**src/sv/dhat_pkg.sv**
```systemverilog
// dhat_pkg: shared types, codes and constants for the anchor table block.
// No dependencies; imported by every module of the block.
package dhat_pkg;

    localparam int DEF_SLOTS = 4;
    localparam int SQ_STEPS  = 17;   // result bits of the distance root

    localparam logic [1:0] OP_BEACON  = 2'd0;
    localparam logic [1:0] OP_NOTICE  = 2'd1;
    localparam logic [1:0] OP_COMPUTE = 2'd2;

    localparam logic [2:0] ST_IGNORED  = 3'd0;
    localparam logic [2:0] ST_INSERTED = 3'd1;
    localparam logic [2:0] ST_IMPROVED = 3'd2;
    localparam logic [2:0] ST_SIZE     = 3'd3;
    localparam logic [2:0] ST_FULL     = 3'd4;
    localparam logic [2:0] ST_COMPUTED = 3'd5;
    localparam logic [2:0] ST_NOHOPS   = 3'd6;

    localparam logic [1:0] REG_OWN_ID  = 2'd0;
    localparam logic [1:0] REG_OWN_X   = 2'd1;
    localparam logic [1:0] REG_OWN_Y   = 2'd2;
    localparam logic [1:0] REG_SINK_ID = 2'd3;

    typedef struct packed {
        logic load;       // latch input transaction, clear accumulators
        logic idx_clr;
        logic idx_inc;
        logic rd;         // read slot at index into read registers
        logic mark_hit;
        logic diff;       // abs differences to own position
        logic mul;        // squares
        logic sq_start;
        logic sq_step;
        logic acc;        // add root and hops to sums
        logic div_start;
        logic div_step;
        logic emit;       // commit table update and load output register
    } cmd_t;

    typedef struct packed {
        logic [1:0] op;
        logic       idx_end;
        logic       hit;
        logic       sq_done;
        logic       div_done;
        logic       hop_zero;
        logic       out_free;
    } sts_t;

endpackage

```
**src/sv/dv_hop_anchor_table.sv**
```systemverilog
// DV-Hop anchor table: one transaction in, one result transaction out.
// Beacon/notice: search the stored slots in order (slot read, id compare).
// Compute: per stored anchor, root of the squared distance added to sums; then distance sum / hop sum.
// One transaction at a time; the next is taken while a result waits in the output register.
// rst_n is asynchronous, active low: table empty, config at own_id=1, sink_id=1, x=y=0.
// Depends on dhat_pkg, dhat_ctrl, dhat_dp.
module dv_hop_anchor_table
    import dhat_pkg::*;
#(
    parameter int ANCHOR_SLOTS = DEF_SLOTS
)
(
    input  logic        clk,
    input  logic        rst_n,
    // input stream
    input  logic        s_tvalid,
    output logic        s_tready,
    input  logic [79:0] s_tdata,   // anchor_id, anchor_x, anchor_y, beacon hops, hop_size,
                                   // sender_address
    input  logic [1:0]  s_tuser,   // operation
    // result stream
    output logic        m_tvalid,
    input  logic        m_tready,
    output logic [31:0] m_tdata,   // forward, rebroadcast hops, avg_hop_size,
                                   // table_complete, zero pad
    output logic [2:0]  m_tuser,   // status
    // config writes
    input  logic        cfg_valid,
    output logic        cfg_ready,
    input  logic [1:0]  cfg_index,
    input  logic [15:0] cfg_data
);

    cmd_t cmd;
    sts_t sts;

    // config is always taken and lands at once; write only with no transaction in flight
    assign cfg_ready = 1'b1;

    dhat_ctrl u_ctrl (
        .clk      (clk),
        .rst_n    (rst_n),
        .in_valid (s_tvalid),
        .in_ready (s_tready),
        .sts      (sts),
        .cmd      (cmd)
    );

    dhat_dp #(
        .SLOTS (ANCHOR_SLOTS)
    ) u_dp (
        .clk        (clk),
        .rst_n      (rst_n),
        .cmd        (cmd),
        .sts        (sts),
        .cfg_valid  (cfg_valid),
        .cfg_index  (cfg_index),
        .cfg_data   (cfg_data),
        .in_op      (s_tuser),
        .in_data    (s_tdata),
        .out_valid  (m_tvalid),
        .out_ready  (m_tready),
        .out_status (m_tuser),
        .out_data   (m_tdata)
    );

endmodule

```
**src/sv/dhat_ctrl.sv**
```systemverilog
// dhat_ctrl: sequencer for search, distance root, division and result issue.
// Depends on dhat_pkg; drives dhat_dp through cmd_t, observes sts_t.
module dhat_ctrl
    import dhat_pkg::*;
(
    input  logic clk,
    input  logic rst_n,
    input  logic in_valid,
    output logic in_ready,
    input  sts_t sts,
    output cmd_t cmd
);

    typedef enum logic [3:0] {
        S_IDLE, S_DISP, S_LOOK, S_CMP, S_DIFF, S_MUL, S_SQS, S_SQ, S_ACC, S_DIV, S_DONE
    } state_t;

    state_t state_reg, state_next;

    assign in_ready = (state_reg == S_IDLE);

    always_comb
    begin
        cmd        = '0;
        state_next = state_reg;
        unique case (state_reg)
            S_IDLE:
            begin
                if (in_valid)
                begin
                    cmd.load    = 1'b1;
                    cmd.idx_clr = 1'b1;
                    state_next  = S_DISP;
                end
            end
            S_DISP:
            begin
                if (sts.op == OP_BEACON || sts.op == OP_NOTICE || sts.op == OP_COMPUTE)
                    state_next = S_LOOK;
                else
                    state_next = S_DONE;
            end
            S_LOOK:
            begin
                if (sts.idx_end)
                begin
                    if (sts.op == OP_COMPUTE && !sts.hop_zero)
                    begin
                        cmd.div_start = 1'b1;
                        state_next    = S_DIV;
                    end
                    else
                        state_next = S_DONE;
                end
                else
                begin
                    cmd.rd     = 1'b1;
                    state_next = (sts.op == OP_COMPUTE) ? S_DIFF : S_CMP;
                end
            end
            S_CMP:
            begin
                if (sts.hit)
                begin
                    cmd.mark_hit = 1'b1;
                    state_next   = S_DONE;
                end
                else
                begin
                    cmd.idx_inc = 1'b1;
                    state_next  = S_LOOK;
                end
            end
            S_DIFF:
            begin
                cmd.diff   = 1'b1;
                state_next = S_MUL;
            end
            S_MUL:
            begin
                cmd.mul    = 1'b1;
                state_next = S_SQS;
            end
            S_SQS:
            begin
                cmd.sq_start = 1'b1;
                state_next   = S_SQ;
            end
            S_SQ:
            begin
                cmd.sq_step = 1'b1;
                if (sts.sq_done)
                    state_next = S_ACC;
            end
            S_ACC:
            begin
                cmd.acc     = 1'b1;
                cmd.idx_inc = 1'b1;
                state_next  = S_LOOK;
            end
            S_DIV:
            begin
                cmd.div_step = 1'b1;
                if (sts.div_done)
                    state_next = S_DONE;
            end
            S_DONE:
            begin
                if (sts.out_free)
                begin
                    cmd.emit   = 1'b1;
                    state_next = S_IDLE;
                end
            end
            default: state_next = S_IDLE;
        endcase
    end

    always_ff @(posedge clk or negedge rst_n)
    begin
        if (!rst_n)
            state_reg <= S_IDLE;
        else
            state_reg <= state_next;
    end

endmodule

```
**src/sv/dhat_dp.sv**
```systemverilog
// dhat_dp: anchor slot memory, config registers, root and divide units, output register.
// Depends on dhat_pkg; sequenced by dhat_ctrl.
module dhat_dp
    import dhat_pkg::*;
#(
    parameter int SLOTS = DEF_SLOTS
)
(
    input  logic        clk,
    input  logic        rst_n,
    input  cmd_t        cmd,
    output sts_t        sts,
    input  logic        cfg_valid,
    input  logic [1:0]  cfg_index,
    input  logic [15:0] cfg_data,
    input  logic [1:0]  in_op,
    input  logic [79:0] in_data,
    output logic        out_valid,
    input  logic        out_ready,
    output logic [2:0]  out_status,
    output logic [31:0] out_data
);

    localparam int IDXW = (SLOTS > 1) ? $clog2(SLOTS) : 1;
    localparam int CNTW = $clog2(SLOTS + 1);
    localparam int DSW  = SQ_STEPS + CNTW;
    localparam int HSW  = 8 + CNTW;
    localparam int DCW  = $clog2(DSW + 1);

    // config
    logic [7:0]  own_id_reg, sink_id_reg;
    logic [15:0] own_x_reg, own_y_reg;

    // latched transaction
    logic [1:0]  op_reg;
    logic [7:0]  id_reg, hops_reg;
    logic [15:0] ax_reg, ay_reg, size_reg, sender_reg;

    // slot memory
    logic [7:0]  mem_id   [SLOTS];
    logic [15:0] mem_x    [SLOTS];
    logic [15:0] mem_y    [SLOTS];
    logic [7:0]  mem_hops [SLOTS];
    logic [15:0] mem_size [SLOTS];
    logic [7:0]  rd_id_reg, rd_hops_reg;
    logic [15:0] rd_x_reg, rd_y_reg;

    logic [CNTW-1:0] count_reg, idx_reg;
    logic            hit_reg;
    logic [15:0]     next_hop_reg;
    logic [7:0]      sink_hops_reg;

    // distance and division
    logic [15:0]     dx_reg, dy_reg;
    logic [31:0]     sqx_reg, sqy_reg;
    logic [33:0]     sq_v_reg;
    logic [20:0]     sq_rem_reg;
    logic [16:0]     sq_root_reg;
    logic [4:0]      sq_cnt_reg;
    logic [DSW-1:0]  dist_sum_reg, q_reg;
    logic [HSW-1:0]  hop_sum_reg, dv_rem_reg;
    logic [DCW-1:0]  dv_cnt_reg;

    logic            out_valid_reg;
    logic [2:0]      out_status_reg;
    logic [31:0]     out_data_reg;

    logic [20:0]     rem_sh, trial;
    logic [HSW:0]    dv_sh;
    logic [2:0]      status;
    logic            wr_ins, wr_hops, wr_size, full;
    logic [15:0]     avg;
    logic [7:0]      fwd_hops;
    logic [CNTW-1:0] count_next;

    assign full = (count_reg == CNTW'(SLOTS));

    assign sts.op       = op_reg;
    assign sts.idx_end  = (idx_reg == count_reg);
    assign sts.hit      = (rd_id_reg == id_reg) && (id_reg != 8'd0);
    assign sts.sq_done  = (sq_cnt_reg == 5'(SQ_STEPS - 1));
    assign sts.div_done = (dv_cnt_reg == DCW'(DSW - 1));
    assign sts.hop_zero = (hop_sum_reg == '0);
    assign sts.out_free = !out_valid_reg || out_ready;

    assign rem_sh = {sq_rem_reg[18:0], sq_v_reg[33:32]};
    assign trial  = {2'b00, sq_root_reg, 2'b01};
    assign dv_sh  = {dv_rem_reg, q_reg[DSW-1]};

    always_comb
    begin
        status  = ST_IGNORED;
        wr_ins  = 1'b0;
        wr_hops = 1'b0;
        wr_size = 1'b0;
        avg     = 16'd0;
        case (op_reg)
            OP_BEACON:
            begin
                if (hit_reg)
                begin
                    if (hops_reg < rd_hops_reg)
                    begin
                        status  = ST_IMPROVED;
                        wr_hops = 1'b1;
                    end
                end
                else if (id_reg != 8'd0 && id_reg != own_id_reg)
                begin
                    if (full)
                        status = ST_FULL;
                    else
                    begin
                        status = ST_INSERTED;
                        wr_ins = 1'b1;
                    end
                end
            end
            OP_NOTICE:
            begin
                if (hit_reg)
                begin
                    status  = ST_SIZE;
                    wr_size = 1'b1;
                end
            end
            OP_COMPUTE:
            begin
                if (hop_sum_reg == '0)
                    status = ST_NOHOPS;
                else
                begin
                    status = ST_COMPUTED;
                    avg    = (|q_reg[DSW-1:16]) ? 16'hFFFF : q_reg[15:0];
                end
            end
            default: status = ST_IGNORED;
        endcase
        fwd_hops   = (hops_reg == 8'hFF) ? 8'hFF : hops_reg + 8'd1;
        count_next = wr_ins ? count_reg + CNTW'(1) : count_reg;
    end

    // control state
    always_ff @(posedge clk or negedge rst_n)
    begin
        if (!rst_n)
        begin
            own_id_reg    <= 8'd1;
            own_x_reg     <= 16'd0;
            own_y_reg     <= 16'd0;
            sink_id_reg   <= 8'd1;
            count_reg     <= '0;
            next_hop_reg  <= 16'd0;
            sink_hops_reg <= 8'd0;
            out_valid_reg <= 1'b0;
        end
        else
        begin
            if (cfg_valid)
            begin
                unique case (cfg_index)
                    REG_OWN_ID:  own_id_reg  <= cfg_data[7:0];
                    REG_OWN_X:   own_x_reg   <= cfg_data;
                    REG_OWN_Y:   own_y_reg   <= cfg_data;
                    REG_SINK_ID: sink_id_reg <= cfg_data[7:0];
                    default: ;
                endcase
            end
            if (cmd.emit)
            begin
                count_reg     <= count_next;
                out_valid_reg <= 1'b1;
                if ((status == ST_INSERTED || status == ST_IMPROVED) && id_reg == sink_id_reg)
                begin
                    next_hop_reg  <= sender_reg;
                    sink_hops_reg <= hops_reg;
                end
            end
            else if (out_ready)
                out_valid_reg <= 1'b0;
        end
    end

    // payload and arithmetic
    always_ff @(posedge clk)
    begin
        if (cmd.load)
        begin
            op_reg       <= in_op;
            id_reg       <= in_data[7:0];
            ax_reg       <= in_data[23:8];
            ay_reg       <= in_data[39:24];
            hops_reg     <= in_data[47:40];
            size_reg     <= in_data[63:48];
            sender_reg   <= in_data[79:64];
            hit_reg      <= 1'b0;
            dist_sum_reg <= '0;
            hop_sum_reg  <= '0;
        end
        if (cmd.idx_clr)
            idx_reg <= '0;
        else if (cmd.idx_inc)
            idx_reg <= idx_reg + CNTW'(1);
        if (cmd.mark_hit)
            hit_reg <= 1'b1;
        if (cmd.rd)
        begin
            rd_id_reg   <= mem_id[idx_reg[IDXW-1:0]];
            rd_x_reg    <= mem_x[idx_reg[IDXW-1:0]];
            rd_y_reg    <= mem_y[idx_reg[IDXW-1:0]];
            rd_hops_reg <= mem_hops[idx_reg[IDXW-1:0]];
        end
        if (cmd.diff)
        begin
            dx_reg <= (own_x_reg >= rd_x_reg) ? own_x_reg - rd_x_reg : rd_x_reg - own_x_reg;
            dy_reg <= (own_y_reg >= rd_y_reg) ? own_y_reg - rd_y_reg : rd_y_reg - own_y_reg;
        end
        if (cmd.mul)
        begin
            sqx_reg <= dx_reg * dx_reg;
            sqy_reg <= dy_reg * dy_reg;
        end
        if (cmd.sq_start)
        begin
            sq_v_reg    <= {1'b0, {1'b0, sqx_reg} + {1'b0, sqy_reg}};
            sq_rem_reg  <= '0;
            sq_root_reg <= '0;
            sq_cnt_reg  <= '0;
        end
        else if (cmd.sq_step)
        begin
            sq_v_reg   <= {sq_v_reg[31:0], 2'b00};
            sq_cnt_reg <= sq_cnt_reg + 5'd1;
            if (rem_sh >= trial)
            begin
                sq_rem_reg  <= rem_sh - trial;
                sq_root_reg <= {sq_root_reg[15:0], 1'b1};
            end
            else
            begin
                sq_rem_reg  <= rem_sh;
                sq_root_reg <= {sq_root_reg[15:0], 1'b0};
            end
        end
        if (cmd.acc)
        begin
            dist_sum_reg <= dist_sum_reg + DSW'(sq_root_reg);
            hop_sum_reg  <= hop_sum_reg + HSW'(rd_hops_reg);
        end
        if (cmd.div_start)
        begin
            q_reg      <= dist_sum_reg;
            dv_rem_reg <= '0;
            dv_cnt_reg <= '0;
        end
        else if (cmd.div_step)
        begin
            dv_cnt_reg <= dv_cnt_reg + DCW'(1);
            if (dv_sh >= {1'b0, hop_sum_reg})
            begin
                dv_rem_reg <= HSW'(dv_sh - {1'b0, hop_sum_reg});
                q_reg      <= {q_reg[DSW-2:0], 1'b1};
            end
            else
            begin
                dv_rem_reg <= dv_sh[HSW-1:0];
                q_reg      <= {q_reg[DSW-2:0], 1'b0};
            end
        end
        if (cmd.emit)
        begin
            out_status_reg <= status;
            out_data_reg   <= {6'd0, full || wr_ins && count_next == CNTW'(SLOTS), avg,
                               (wr_ins || wr_hops) ? fwd_hops : 8'd0,
                               wr_ins || wr_hops || wr_size};
        end
    end

    // slot memory writes
    always_ff @(posedge clk)
    begin
        if (cmd.emit && wr_ins)
        begin
            mem_id[idx_reg[IDXW-1:0]]   <= id_reg;
            mem_x[idx_reg[IDXW-1:0]]    <= ax_reg;
            mem_y[idx_reg[IDXW-1:0]]    <= ay_reg;
            mem_hops[idx_reg[IDXW-1:0]] <= hops_reg;
            mem_size[idx_reg[IDXW-1:0]] <= size_reg;
        end
        if (cmd.emit && wr_hops)
            mem_hops[idx_reg[IDXW-1:0]] <= hops_reg;
        if (cmd.emit && wr_size)
            mem_size[idx_reg[IDXW-1:0]] <= size_reg;
    end

    assign out_valid  = out_valid_reg;
    assign out_status = out_status_reg;
    assign out_data   = out_data_reg;

endmodule
```
**config.mk**
```make
export PLATFORM = sky130hd
export DESIGN_NAME = dv_hop_anchor_table
export DESIGN_NICKNAME = d
export VERILOG_FILES = /design/src/sv/dhat_pkg.sv /design/src/sv/dv_hop_anchor_table.sv /design/src/sv/dhat_ctrl.sv /design/src/sv/dhat_dp.sv
export SDC_FILE = /design/constraint.sdc
export NUM_CORES = 2
export LEC_CHECK = 0
export BUFFER_PORTS_ARGS = -buffer_cell sky130_fd_sc_hd__buf_2
export CORE_ASPECT_RATIO = 0.7
export CORE_MARGIN = 2
export CORE_UTILIZATION = 56
export CTS_CLUSTER_SIZE = 12
export DETAILED_ROUTE_END_ITERATION = 10
export PLACE_DENSITY = 0.76
export SLEW_MARGIN = 10
export SYNTH_ARGS = -nofsm -noshare
export SYNTH_HDL_FRONTEND = slang
export SYNTH_SLANG_ARGS = --single-unit
```
**constraint.sdc**
```tcl
create_clock -name clk -period 6.68 [get_ports clk]
set_input_delay 0.334 -clock clk [delete_from_list [all_inputs] [get_ports clk]]
set_output_delay 0.334 -clock clk [all_outputs]
set_load 0.01 [all_outputs]
```
==> results.sh <==
export IMPL_status="finished clean"
export IMPL_antenna_left=0
export IMPL_vias=28000
export IMPL_h_tree_depth=2
export IMPL_max_cap_viol_count=0
export IMPL_max_freq_mhz=157
export IMPL_path_cells="buf_4 > nand2_1 > fa_1 > inv_1 > fa_1 > inv_1 > fa_1 > fa_1 > fa_1 > fa_1 > inv_1 > ha_1 > a21oi_1 > o21bai_1 > a211oi_1 > o21ai_1 > a2111oi_4 > o21ai_2 > a311o_1 > a21oi_1 > xnor2_1"
export IMPL_antenna_found_initial=3
export IMPL_wirelength_mm=91.9
export IMPL_r2r_cells=21
export IMPL_synth_warnings=0
export IMPL_std_cell_rows=85
export IMPL_dieArea_um2=79300
export IMPL_area_growth_pct=10.3
export IMPL_fin_nets=4828
export IMPL_r2r_start="u_dp.dx_reg[3]"
export IMPL_io_pins=143
export IMPL_core_area_um2=76600
export IMPL_fp_dieH_um=236
export IMPL_grt_max_degree=68
export IMPL_synth_area_per_cell_um2=11.3
export IMPL_die_x_um=336
export IMPL_clk_pin_slew_ps=60
export IMPL_crit_type="reg -> reg"
export IMPL_first_iter_violations=2311
export IMPL_cts_root_buf="clkbuf_16"
export IMPL_hold_viol_final=0
export IMPL_hold_path_class="in -> reg"
export IMPL_crit_arrival_ps=6720
export IMPL_final_common_cell="inv_1"
export IMPL_synth_async_reset_ratio=0.0791
export IMPL_crit_path_end_kind="flop"
export IMPL_overflow=0
export IMPL_critPathMaxStageDelay_ps=560
export IMPL_fill_cells=5864
export IMPL_via_per_inst=5.51
export IMPL_place_congestion=0.921
export IMPL_min_to="u_dp.out_valid"
export IMPL_grt_pass1_vias=28100
export IMPL_cts_buffer_depth=3
export IMPL_reg2reg_slack_ps=300
export IMPL_hold_path_cell_count=3
export IMPL_grt_pass1_wl_mm=150
export IMPL_cts_sinks=607
export IMPL_start_util=0.563
export IMPL_slowest_stage="fa_1"
export IMPL_postSynthCellCount=3826
export IMPL_synth_edf_count=497
export IMPL_grt_use_total=0.236
export IMPL_path_max_fanout=10
export IMPL_drv_slew=0
export IMPL_drtPass1Iterations=5
export IMPL_tns_ps=0
export IMPL_yosys_cell_types_count=87
export IMPL_io_buffer_count=103
export IMPL_clock_latency_ps=650
export IMPL_synth_area_um2=43100
export IMPL_r2r_end="u_dp.sqx_reg[31]"
export IMPL_fin_crit_sh=0.954
export IMPL_cts_made_buffers=60
export IMPL_cpMostUsedCell="fa_1"
export IMPL_seq_area_frac_synth=0.403
export IMPL_fin_util=0.622
export IMPL_drc=0
export IMPL_rsz0062_at_grt="false"
export IMPL_finalCriticalPeriod_ps=6380
export IMPL_start_kind="flop"
export IMPL_worst_ep_required_time_ps=7030
export IMPL_max_slew_margin=0.249
export IMPL_synth_seq_cells=607
export IMPL_cts_tree="built"
export IMPL_fin_ws_ps=304
export IMPL_detail_route_wl_per_cell_um=18.1
export IMPL_pre_cts_slack_ps=203
export IMPL_drive_gt1_frac=0.109
export IMPL_diodes=0
export IMPL_setup_violations_final=0
export IMPL_hp_start="m_tready"
export IMPL_fin_worst_skew_ps=60.9
export IMPL_synthFlopType="edfxtp_1"
export IMPL_dp_hpwl_mm=68.4
export IMPL_layout_common_cells="inv_1 (651), edfxtp_1 (497), ha_1 (362)"
export IMPL_tightest_slew_ps=1130
## how the worst max path moves through the flow
stage / from / endpoint / slack (ps) / cells past startpoint
after floorplan: u_dp.dy_reg[4] / u_dp.sqy_reg[31] / 450 / 22
after global placement: u_dp.dx_reg[10] / u_dp.sqx_reg[31] / 330 / 22
after detailed placement: u_dp.dx_reg[10] / u_dp.sqx_reg[31] / 200 / 22
after CTS: u_dp.dx_reg[10] / u_dp.sqx_reg[31] / 150 / 22
after global routing: u_dp.dx_reg[10] / u_dp.sqx_reg[31] / 20 / 22
final: u_dp.dx_reg[3] / u_dp.sqx_reg[31] / 300 / 21
## synthesized netlist by cell type (6+ instances only)
library cell  instances  area, µm²
mux2i_1              41        410
a31oi_1              13       81.3
nor2_1              182        683
mux4_2               48       1080
or3_1                10       62.6
xor2_1               63        552
nand2_1             297       1110
mux2_2               64        721
buf_4                10       75.1
inv_1               654       2450
a21oi_1             166        831
o211ai_1             11       82.6
nand2b_1             29        181
clkbuf_1             91        342
buf_2                 7       35.0
and4_1                6       52.6
and3_1               23        144
o21bai_1             19        143
fa_1                331       6630
a21boi_0              8       60.1
o221ai_1              7       61.3
nand3_1              35        175
nor3_1               52        260
a211oi_1             23        173
or2_2                12       75.1
dfrtp_1              47       1180
o21a_1               22        165
o31ai_1              11       82.6
edfxtp_1            497      14900
o22ai_1              28        175
nand4_1              22        138
nor2b_1              41        257
nor3b_1               6       45.0
xnor2_1             133       1160
a21o_1               83        623
a31o_2               11       96.3
nor4_1               10       62.6
ha_1                362       4530
dfxtp_1              62       1240
o21ai_0             124        621
and2_1               78        488
## layer usage
metal / global-route usage / wire, µm / vias to the layer above
li1: - / - / 13400
met1: 0.372 / 44400 / 13700
met2: 0.346 / 39700 / 889
met3: 0.0398 / 6440 / 99
met4: 0.0440 / 1410 / 4
met5: 0 / 21 / -
## cell families after synthesis
group	after synthesis	synth area share
adder cells (fa/ha/maj)	693	0.259
buffers and inverters	772	0.0690
AO/OA/AOI/OAI	577	0.0867
multiplexers	155	0.0519
other	2	0.000174
AND/OR/NAND/NOR	824	0.0911
flip-flops	607	0.403
XOR/XNOR	196	0.0398
## per-stage QoR
step | instance area (µm²) | std cells | hold slack, ps
finish | 47600 | 5080 | 25.3
global route | 47600 | 5080 | 13.9
CTS | 47400 | 5053 | 0.581
detailed placement | 44900 | 4880 | 446
global placement | 44900 | 4880 | 452
floorplan | 43100 | 3831 | 38.4
## cell type report
| type | count | area [µm²] | share of cell area |
|---|---|---|---|
| multi-input combinational | 2452 | 22900 | 0.480 |
| sequential | 607 | 17400 | 0.365 |
| inverter | 655 | 2460 | 0.0517 |
| clock inverter | 14 | 145 | 0.00305 |
| timing repair buffer | 254 | 1810 | 0.0381 |
| tap | 1000 | 1250 | 0.0263 |
| clock buffer | 98 | 1680 | 0.0354 |
## critical path, delay by kind of cell (launching register included)
family | cells | cell delay [ps]
buffers and inverters | 4 | 410
DFF | 1 | 480
and+or+nand+nor | 1 | 130
adders and majority gates | 7 | 3330
xor gates and xnor gates | 1 | 80
AOI/OAI and AO/OA | 8 | 1640
## repair_timing
action                                  4_1_cts  5_1_grt
gates resized for setup                       0        6
hold buffers                                 61        0
setup buffers                                 0       27
endpoints found under the setup margin        0       13
endpoints found under the hold margin       117        0
Power is not shown: default switching activity piles up to over one toggle a cycle in this logic, so the estimate is an artifact.
